[src/design/bdec_pkg.sv]
// ----------------------------------------------------------------------------
// bdec_pkg: shared types and constants of the binary to decimal ASCII unit
// Decade place weights, digit and character widths, and the structs that
// pass between the decade cells and the top level.
// ----------------------------------------------------------------------------
package bdec_pkg;

  // Default width of the converted value
  localparam int unsigned ValueBitsDef = 64;

  // Number of decade places, from 10^19 down to 10^0
  localparam int unsigned PlaceCount = 20;

  // Width of the weight constants: 9 * 10^19 still fits in 68 bits
  localparam int unsigned ConstBits = 68;

  // Largest decimal digit and the width of a digit
  localparam int unsigned DigitMax  = 9;
  localparam int unsigned DigitBits = 4;

  // Width of the character field and the code of '0'
  localparam int unsigned CharBits  = 6;
  localparam logic [CharBits-1:0] AsciiZero = 6'd48;

  // Control state that travels with an item from cell to cell
  typedef struct packed {
    logic valid;
    logic started;
  } cell_ctrl_t;

  // Digit that a cell offers to the output register
  typedef struct packed {
    logic                 emit;
    logic                 last;
    logic [DigitBits-1:0] digit;
  } cell_emit_t;

  // k times the weight of decade place 'place' (place 0 is 10^19)
  function automatic logic [ConstBits-1:0] place_mult(input int unsigned place,
                                                      input int unsigned k);
    logic [ConstBits-1:0] w;
    w = ConstBits'(1);
    for (int unsigned i = place + 1; i < PlaceCount; i++) begin
      w = w * ConstBits'(10);
    end
    return w * ConstBits'(k);
  endfunction

endpackage

[src/design/bdec_cell.sv]
// ----------------------------------------------------------------------------
// bdec_cell: one decade place of the conversion chain
// Holds the remainder of the item that sits in this place, resolves the
// digit of its weight and hands the reduced remainder to the next cell.
// ----------------------------------------------------------------------------
module bdec_cell
  import bdec_pkg::*;
#(
  parameter int unsigned VALUE_BITS = ValueBitsDef,
  parameter int unsigned PLACE      = 0
) (
  input  logic                  clk_i,
  input  logic                  rst_ni,
  input  logic                  load_i,
  input  cell_ctrl_t            ctrl_i,
  input  logic [VALUE_BITS-1:0] rest_i,
  output cell_ctrl_t            ctrl_o,
  output logic [VALUE_BITS-1:0] rest_o,
  output cell_emit_t            emit_o
);

  localparam bit IsOnes = (PLACE == PlaceCount - 1);

  cell_ctrl_t            ctrl_q;
  logic [VALUE_BITS-1:0] rest_q;

  logic [ConstBits-1:0]  rest_ext;
  logic [ConstBits:0]    diff [1:DigitMax];
  logic [DigitBits-1:0]  digit;

  // Take the item from the upstream neighbour
  always_ff @(posedge clk_i or negedge rst_ni) begin
    if (!rst_ni) begin
      ctrl_q <= '0;
    end else if (load_i) begin
      ctrl_q <= ctrl_i;
    end
  end

  always_ff @(posedge clk_i) begin
    if (load_i) begin
      rest_q <= rest_i;
    end
  end

  // Try every multiple of the weight at once; a borrow marks a miss
  always_comb begin
    rest_ext = {{(ConstBits - VALUE_BITS){1'b0}}, rest_q};
    for (int unsigned k = 1; k <= DigitMax; k++) begin
      diff[k] = {1'b0, rest_ext} - {1'b0, place_mult(PLACE, k)};
    end
  end

  // Keep the largest multiple that fits
  always_comb begin
    digit  = '0;
    rest_o = rest_q;
    for (int unsigned k = 1; k <= DigitMax; k++) begin
      if (!diff[k][ConstBits]) begin
        digit  = DigitBits'(k);
        rest_o = diff[k][VALUE_BITS-1:0];
      end
    end
  end

  // Pass control on; drop leading zeros except in the ones place
  always_comb begin
    ctrl_o.valid   = ctrl_q.valid;
    ctrl_o.started = ctrl_q.started | (digit != '0);
    emit_o.emit    = ctrl_q.valid & ((digit != '0) | ctrl_q.started | IsOnes);
    emit_o.last    = IsOnes;
    emit_o.digit   = digit;
  end

endmodule

[config.mk]
export PLATFORM = sky130hd
export DESIGN_NAME = bdec_cell
export DESIGN_NICKNAME = d
export VERILOG_FILES = /design/src/design/bdec_pkg.sv /design/src/design/bdec_cell.sv
export SDC_FILE = /design/constraint.sdc
export NUM_CORES = 1
export LEC_CHECK = 0
export ABC_AREA = 1
export BUFFER_PORTS_ARGS = -buffer_cell sky130_fd_sc_hd__buf_4
export CORE_AREA = 5 5 122 124
export DETAILED_ROUTE_END_ITERATION = 6
export DIE_AREA = 0 0 127 129
export PLACE_DENSITY = 0.63
export SLEW_MARGIN = 5
export SYNTH_ARGS = -nofsm -noshare
export SYNTH_HDL_FRONTEND = slang
export SYNTH_SLANG_ARGS = --single-unit
[constraint.sdc]
create_clock -name clk_i -period 1.9 [get_ports clk_i]
set_input_delay 0.19 -clock clk_i [delete_from_list [all_inputs] [get_ports clk_i]]
set_output_delay 0.19 -clock clk_i [all_outputs]
set_load 0.01 [all_outputs]
==> results of run 1 <==
cell usage after synthesis, types with 2 or more instances:
cell      number
nand4_1       10
clkinv_1       2
xnor2_1        5
nor2_1        80
nand2_1      230
nand3_1       48
inv_1         87
buf_4         27
buf_6          3
xor2_1        22
edfxtp_1      64
o21ai_0       16
a21oi_1       22
o21bai_1       3
dfrtp_1        2
nor3_1        13
nor2_2         4
inv_2          3
worst max-delay path: stages, from the launching register on:
cell and delay, ps:
edfxtp_1 510, nor2_2 170, nand2_1 90, nor2_2 170
nand2_1 80, nor2_2 100, nand2_2 80, nand3_4 140
buf_6 150, buf_8 150, nand3_4 80, nand2_2 70
nand2_2 60, buf_6 120
metrics by stage:
step,total power (W),TNS [ps]
floorplan,0.00251,0
global placement,0.00341,-8950
detailed placement,0.00342,-9390
CTS,0.00543,-20830
global route,0.00579,-29310
finish,0.00550,-24720
worst paths after layout:
| kind | from | end | slack [ps] | depth (start not counted) |
|---|---|---|---|---|
| max in group asynchronous | rst_ni | ctrl_q[0] | 1610 | 2 |
| min in group asynchronous | rst_ni | ctrl_o[1] | 190 | 2 |
| worst max-delay path | rest_q[42] | rest_o[56] | -580 | 13 |
| worst max register to register | ctrl_q[0] | ctrl_q[0] | 1250 | 2 |
| worst min-delay path | rest_i[2] | rest_q[2] | 30 | 1 |
| worst min register to register | ctrl_o[1] | ctrl_o[1] | 560 | 2 |
metal layers:
layer  track usage, %  vias to the layer above  wire length (µm)
li1                 -                     2665                 -
met4             6.62                        0               396
met2             33.9                      175              8250
met3             3.65                       25              1040
met5                0                        -                 0
met1             25.1                     2470              6910
sequential cells by signal (all words and copies together) (netlist names):
register and cells:
rest_q 64, ctrl_q 1, ctrl_o 1
kinds of logic (layout without fill, tap and decap cells):
kind of cell | after synthesis | count (layout)
simple gates | 388 | 388
xor+xnor | 27 | 27
flops | 66 | 66
other cells | 1 | 4
buf+inv | 123 | 434
compound gates | 47 | 47
fa+ha+maj | 1 | 1
layout make-up:
class                           instances  share of cell area [%]
Multi-Input combinational cell        467                    32.7
Timing Repair Buffer                  326                    31.6
Sequential cell                        66                    24.4
Inverter                               92                    4.47
Clock buffer                           11                    3.00
Tap cell                              180                    2.79
Clock inverter                          5                    1.07
power groups by stage:
stage / Combinational (W) / Clock, W / Sequential (W)
detailed placement: 0.00159 / 0 / 0.00183
CTS: 0.00176 / 0.00187 / 0.00180
finish: 0.00187 / 0.00182 / 0.00181
global placement: 0.00159 / 0 / 0.00183
global route: 0.00203 / 0.00193 / 0.00183
floorplan: 0.000681 / 0 / 0.00182
what timing repair did:
action | 4_1_cts | 5_1_grt
endpoints found under the setup margin | 48 | 48
buffers inserted | 22 | 7
gates resized for setup | 107 | 91
hold buffers | 1 | 0
gates cloned | 1 | 0
endpoints found under the hold margin | 2 | 0
pin swaps | 39 | 37
==> results.yml, run 1 <==
floorplan:
  core_area_um2: 13700
  die_w_um: 127
  die_y_um: 129
  die_area_um2: 16400
  rows: 43
  io_pins: 141
  initial_utilization_pct: 34.0
worst_setup_path:
  required_ps: 1710
  cp-end-kind: "output pin"
  arrival_ps: 2290
  crit_path_start_kind: "register"
  crit_type: "reg -> out"
  crit_fanout: 8
final_layout:
  final_common_cell: "buf_4"
  syn_to_final_growth_pct: 74.1
  n_antenna_cell: 0
  fin_area_um2: 8090
  drive_gt1_share_pct: 50.2
  fill_cells: 1263
  fin_nets: 1032
  regArea_um2: 1970
  fin_cells: 1147
  most-common-layout-cells: "301 x buf_4, 184 x nand2_1, 74 x inv_1"
  multi_input_area_um2: 2640
  fin_util_pct: 59.2
synthesis:
  synth-compound-area-share_pct: 5.44
  synth_adder_area_share_pct: 0.269
  seq_area_frac_synth_pct: 42.5
  post_synth_and_or_nand_nor_area_fraction_pct: 34.0
  ys_ff_latch: 66
  syn_inst: 653
  synthArstFlopShare_pct: 3.03
  ys.flop_type: "edfxtp_1"
  synth_area_um2: 4640
  synth_top_family_by_area: "simple AND/OR/NAND/NOR gates"
  yosysUniqueCellTypes: 30
  synth_top_cell_by_area: "edfxtp_1"
  synthMuxAreaShare_pct: 0
  synth_edf_count: 64
  ys_top_cells_by_area: "edfxtp_1 41%, nand2_1 19%, inv_1 7.0%"
  ys_warn_count: 0
  synth_top_area_share_pct: 41.4
  syn_avg_cell_area_um2: 7.11
  synth-xor-area-share_pct: 5.09
power_and_ir_drop:
  p_seq_share_pct: 32.9
  powerDensity_nw_per_um2: 681
  total_leakage_power_nw: 3.91
  pwr-share-clk_pct: 33.1
  intPower_w: 0.00387
  ir_drop_v: 0.000651
  swShare_pct: 29.7
  pwr-share-comb_pct: 34.0
  p_sw_w: 0.00163
detailed_routing:
  remaining_drc_errors: 0
  vias: 5335
  drt_iter0_markers: 287
  first_pass_iters: 5
  wl_per_cell_um: 14.5
  ant_nets: 0
  totalWireLength_um: 16600
  avgViaCountPerCell: 4.65
cts:
  clockBufferDepth: 2
  cts_tree: "built"
  path_clk_slew_ps: 60
  clock_tree.root_cell: "clkbuf_16"
  htreeDepth: 3
  numCtsBuffers: 9
  cts_sinks: 66
  clk_latency_ps: 330
timing:
  finalCriticalPeriod_ps: 2480
  finalCritPeriodShare_pct: 131
  fin_skew_ps: 0
  fin_ws_ps: -583
  fmax_mhz: 403
  drv_slew: 0
  setup_viol: 48
  finalHoldViolCount: 0
  rsz0062_at_grt: "true"
  holdWs_ps: 34.2
grt:
  grt_overflow: 0
  grt_first_pass_wirelength_um: 25500
  grt_start_max_net_pins: 35
  antenna_found_initial: 0
  grt_pass1_vias: 5356
  grt.total_usage_pct: 19.7
placement:
  post-place-cells: 1101
  dpl_cell_area_um2: 6870
  io_buffers: 136
  gp_congestion: 0.945
  place_ws_ps: -312
  dp.final_hpwl_um: 13000
status:
  violations: "negative setup slack"
  status: "finished, violations left"
hold_path:
  hold_class: "in -> reg"
run:
  drv_cap: 0
(Power assumes the default switching activity.)
==> inputs of run 2 (changes only) <==
- ABC_AREA: 1 -> 0
- CORE_AREA: 5 5 122 124 -> 5 5 106 108
- DIE_AREA: 0 0 127 129 -> 0 0 111 113
- PLACE_DENSITY: 0.63 -> 0.66
==> run 2 against run 1 <==
  * The flow still finishes with violations (negative setup slack)
  * Clock skew unchanged
  * Flip-flop and latch count unchanged
  * Largest cell class is now buffers
  * Core utilization up 4.2 points
  * First-iteration DRC count down 68%
  * Non-clock buffer count down 22
==> results.yml, run 2 <==
synthesis:
  synthArstFlopShare_pct: 3.03
  yosysMostFrequentCell: "edfxtp_1"
  synth_area_um2: 3460
  synth_edf_count: 64
  synth.cells.most_frequent: "64 x edfxtp_1, 27 x nor2_1, 25 x xor2_1"
  yosysUniqueCellTypes: 48
  ys_warn_count: 0
  syn_avg_cell_area_um2: 11.6
  syn_inst: 299
  ys_ff_latch: 66
  synth_top_area_share_pct: 55.5
  seq_area_frac_synth_pct: 56.9
  ys.flop_type: "edfxtp_1"
  synth_top_cell_by_area: "edfxtp_1"
  ys_top_cells_by_area: "edfxtp_1 55%, xor2_1 6.3%, buf_4 5.2%"
cts:
  path_clk_slew_ps: 80
  cts_sinks: 66
  clock_tree.root_cell: "clkbuf_8"
  numCtsBuffers: 9
  clk_latency_ps: 350
  htreeDepth: 3
  clockBufferDepth: 2
  cts_tree: "built"
detailed_routing:
  ant_nets: 0
  wl_per_cell_um: 15.2
  vias: 3328
  avgViaCountPerCell: 4.57
  drt_iter0_markers: 91
  first_pass_iters: 4
  remaining_drc_errors: 0
  totalWireLength_um: 11100
worst_setup_path:
  cpLargestDelayFamily: "simple AND/OR/NAND/NOR gates"
  slowest_delay_ps: 400
  required_ps: 1710
  cpMostUsedCell: "buf_4"
  crit_path_start_kind: "register"
  path_buf_inv: 3
  crit_type: "reg -> out"
  arrival_ps: 2680
  cp-end-kind: "output pin"
  worstPathCellList: "or3_4 > or2_4 > nor2_4 > nand3_1 > o21a_2 > buf_12 > a311o_1 > buf_4 > xnor2_2 > buf_4"
  crit_fanout: 7
  crit_slowest_cell: "or3_4"
timing:
  fmax_mhz: 348
  fin_ws_ps: -971
  setup_viol: 48
  finalCritPeriodShare_pct: 151
  finalHoldViolCount: 0
  rsz0062_at_grt: "true"
  fin_skew_ps: 0
  fin_setup_tns_ps: -40430
  drv_slew: 0
  finalCriticalPeriod_ps: 2870
final_layout:
  largest_reg_flops: 64
  largest-register: "rest_q"
  final_common_cell: "buf_4"
  n_antenna_cell: 0
  drive_gt1_share_pct: 54.2
  fill_cells: 813
  fin_nets: 657
  syn_to_final_growth_pct: 85.6
  most-common-layout-cells: "234 x buf_4, 64 x edfxtp_1, 60 x dlygate4sd3_1"
floorplan:
  initial_utilization_pct: 34.2
  die_area_um2: 12500
  rows: 37
  die_y_um: 113
  core_area_um2: 10100
  die_w_um: 111
  io_pins: 141
run:
  drv_cap: 0
grt:
  grt_pass1_vias: 3571
  antenna_found_initial: 0
  grt_overflow: 0
  grt_start_max_net_pins: 36
  grt_first_pass_wirelength_um: 17200
  grt.total_usage_pct: 17.3
power_and_ir_drop:
  total_leakage_power_nw: 2.76
  ir_drop_v: 0.000511
  power_w: 0.00431
  powerDensity_nw_per_um2: 670
status:
  violations: "negative setup slack"
  status: "finished, violations left"
placement:
  place_ws_ps: -682
  dp.final_hpwl_um: 8050
  gp_congestion: 0.836
  io_buffers: 136
hold_path:
  hold_class: "in -> reg"
==> run 2: changes by cell type in the layout (fill, tap and decap cells not counted), moves of 13 or more <==
| cell | change |
|---|---|
| nor2_2 | -21 |
| dlygate4sd3_1 | +59 |
| inv_1 | -70 |
| inv_2 | -13 |
| nor2_1 | -25 |
| nand3_1 | -23 |
| nand2_1 | -161 |
| buf_4 | -67 |
| nand2_2 | -42 |
==> run 2: logic make-up (layout without fill, tap and decap cells) <==
logic type,after synthesis,count (layout),share of synthesized area (%)
xor gates and xnor gates,42,42,10.6
buffers and inverters,35,325,6.90
adders and majority gates,1,1,0.361
DFF,66,66,56.9
and+or+nand+nor,104,104,14.8
other,1,4,0.108
AOI/OAI and AO/OA,48,48,9.61
muxes,2,2,0.650
==> run 2: final timing paths <==
path	endpoint	start	slack, ps	cells after the start
max in group asynchronous	ctrl_o[1]	rst_ni	1670	2
min in group asynchronous	ctrl_q[0]	rst_ni	140	2
min	rest_q[22]	rest_i[22]	20	1
max	rest_o[60]	rest_q[51]	-970	10
max reg2reg	ctrl_o[1]	ctrl_o[1]	1120	1
min reg2reg	ctrl_q[0]	ctrl_q[0]	520	1
==> run 2: what timing repair did <==
action,CTS,global route
endpoints found under the hold margin,54,7
cloned,1,0
endpoints found under the setup margin,48,48
hold buffers,53,7
buffers inserted,7,5
pin swaps,20,40
gates resized for setup,29,34
==> run 2: power by group <==
group          leakage, nW  switching (W)  internal [W]  total [W]
sequential           0.650      0.0000679       0.00173    0.00180
combinational         2.03       0.000637      0.000809    0.00145
clock               0.0818       0.000587      0.000478    0.00106
total                 2.76        0.00129       0.00301    0.00431
==> run 2: cell type report <==
type	instances	area (µm²)	share of cell area, %
repair buffers	304	2490	38.8
flip-flops and latches	66	1970	30.7
multi-input cells	201	1590	24.8
well taps	136	170	2.65
clock buffers	9	124	1.93
clock inverters	7	53.8	0.837
inverters	5	23.8	0.370
==> run 2: through the flow <==
step                      cells  utilization (%)  area (µm²)  hold slack [ps]
after detailed placement    640             52.1        5280            -25.5
final                       728             63.4        6430             18.1
after floorplan             302                -        3570             -106
after global placement      640             52.1        5280            -26.9
after CTS                   717             60.9        6170            0.420
after global routing        728             63.4        6430             1.11
==> run 2: metal layers <==
metal | vias to the layer above | share of wire, % | wire (µm) | global-route usage, %
met4 | 0 | 1.4 | 150 | 4.02
li1 | 1642 | - | - | -
met5 | - | 0 | 0 | 0
met1 | 1562 | 40 | 4410 | 19.0
met2 | 109 | 51 | 5690 | 31.1
met3 | 15 | 7.3 | 809 | 7.11
==> inputs of run 3 (changes only) <==
- PLACE_DENSITY: 0.66 -> 0.68
- clock period: 1.9 -> 2.45 ns (I/O delays scaled with it)
==> run 3 against run 2 <==
  * The run still ends with negative setup slack left
  * Global-route usage down 0.56 points
  * Die area unchanged
  * Combinational power down 24%
  * Sequential power down 23%
  * Critical endpoint is now rest_o[62]
  * Clock power down 22%
  * Count of clock-buffer cells in the layout unchanged
  * Critical path type unchanged
  * Worst setup slack better by 420 ps
  * Core utilization down 4.4 points
==> results.yml, run 3 (synthesis results as in run 2) <==
worst_setup_path:
  cp-end-kind: "output pin"
  crit_path_start_kind: "register"
  cpMostUsedCell: "buf_6"
  required_ps: 2200
  crit_fanout: 6
  cpLargestDelayFamily: "simple AND/OR/NAND/NOR gates"
  path_buf_inv: 2
  crit_slowest_cell: "edfxtp_1"
  crit_cells: 9
  crit_type: "reg -> out"
  worstRegToRegCells: 1
  worstPathCellList: "or3_4 > or2_4 > nor2_4 > nand3_2 > o21a_4 > buf_6 > a311o_1 > o31a_1 > buf_6"
  slowest_delay_ps: 420
  arrival_ps: 2750
final_layout:
  most-common-layout-cells: "216 x buf_4, 64 x edfxtp_1, 23 x xor2_1"
  fin_area_um2: 5980
  largest-register: "rest_q"
  syn_to_final_growth_pct: 72.8
  fill_cells: 842
  final_common_cell: "buf_4"
  fin_nets: 591
  n_antenna_cell: 0
  drive_gt1_share_pct: 61.4
  largest_reg_flops: 64
placement:
  dpl_cell_area_um2: 5040
  dp.final_hpwl_um: 7650
  io_buffers: 136
  gp_congestion: 0.912
grt:
  grt_overflow: 0
  grt_pass1_vias: 3370
  grt_first_pass_wirelength_um: 17000
  antenna_found_initial: 0
  grt_start_max_net_pins: 44
  grt.total_usage_pct: 16.7
timing:
  fin_skew_ps: 0
  fin_ws_ps: -547
  fmax_mhz: 334
  finalCriticalPeriod_ps: 3000
  rsz0062_at_grt: "true"
  drv_slew: 0
  worst_slew_pin_slew_ps: 577
  fin_setup_tns_ps: -19250
  finalHoldViolCount: 0
  setup_viol: 48
  finalCritPeriodShare_pct: 122
  slew_headroom_pct: 61.5
cts:
  clockBufferDepth: 2
  numCtsBuffers: 9
  cts_sinks: 66
  cts_tree: "built"
  path_clk_slew_ps: 80
  clock_tree.root_cell: "clkbuf_8"
  clk_latency_ps: 340
  htreeDepth: 3
detailed_routing:
  totalWireLength_um: 10600
  first_pass_iters: 4
  avgViaCountPerCell: 4.73
  ant_nets: 0
  remaining_drc_errors: 0
  vias: 3130
  drt_iter0_markers: 128
  wl_per_cell_um: 16.1
floorplan:
  core_area_um2: 10100
  die_w_um: 111
  rows: 37
  initial_utilization_pct: 34.2
  die_area_um2: 12500
  io_pins: 141
  die_y_um: 113
power_and_ir_drop:
  intPower_w: 0.00229
  pwr-share-comb_pct: 33.1
  swShare_pct: 30.7
  power_w: 0.00331
  powerDensity_nw_per_um2: 553
  p_sw_w: 0.00102
  pwr-share-clk_pct: 24.9
  p_seq_share_pct: 42.0
  total_leakage_power_nw: 2.52
  ir_drop_v: 0.000320
status:
  status: "finished, violations left"
  violations: "negative setup slack"
hold_path:
  hold_depth: 1
  hold_class: "in -> reg"
run:
  drv_cap: 0
run 3: cell types whose count changed in the layout (fill, tap and decap cells not counted), sizes merged:
cell         previous run  this run
dlygate4sd3            60         1
buf                   244       237
clkinvlp                3         2
clkinv                  3         5
inv                     6         5
run 3: power groups by stage:
stage | Sequential (W) | Combinational (W) | Clock [W]
final | 0.00139 | 0.00110 | 0.000825
after global routing | 0.00140 | 0.00118 | 0.000919
after detailed placement | 0.00141 | 0.000883 | 0
after CTS | 0.00139 | 0.00102 | 0.000856
after floorplan | 0.00143 | 0.000367 | 0
after global placement | 0.00141 | 0.000877 | 0
run 3: per-layer routing:
layer / up-vias / GRT usage (%) / wire [µm]
met5: - / 0 / 0
met2: 111 / 28.1 / 5370
met1: 1492 / 19.1 / 4060
li1: 1511 / - / -
met3: 16 / 7.86 / 1000
met4: 0 / 4.84 / 191
run 3: through the flow:
step	setup WS (ps)	hold slack (ps)	std cells	util [%]
2_1_floorplan	6.15	-50.6	302	-
3_3_place_gp	-109	28.3	620	49.7
3_5_place_dp	-157	30.1	620	49.7
4_1_cts	-505	47.4	652	56.2
5_1_grt	-665	32.8	662	59.0
6_report	-547	66.6	662	59.0
run 3: path summary, 6_finish.rpt:
kind                       startpoint          to  slack [ps]
min in group asynchronous      rst_ni   ctrl_o[1]         220
hold reg to reg             ctrl_q[0]   ctrl_q[0]         520
setup / recovery           rest_q[51]  rest_o[62]        -550
hold / removal             rest_i[48]  rest_q[48]          70
setup reg to reg            ctrl_o[1]   ctrl_o[1]        1680
max in group asynchronous      rst_ni   ctrl_q[0]        2140
run 3: area by class of cell:
class	count	area, µm²	share of cell area, %
multi-input combinational	201	1740	29.1
tap	136	170	2.84
timing repair buffer	238	1910	31.9
inverter	5	22.5	0.376
clock buffer	9	124	2.07
sequential	66	1970	33.0
clock inverter	7	45.0	0.753
run 3: what timing repair did:
item	4_1_cts	5_1_grt
hold buffers	1	0
pin swaps	45	45
setup endpoints to repair	48	48
buffers inserted	15	13
resized for setup	72	45
gates cloned	1	0
hold endpoints to repair	2	0
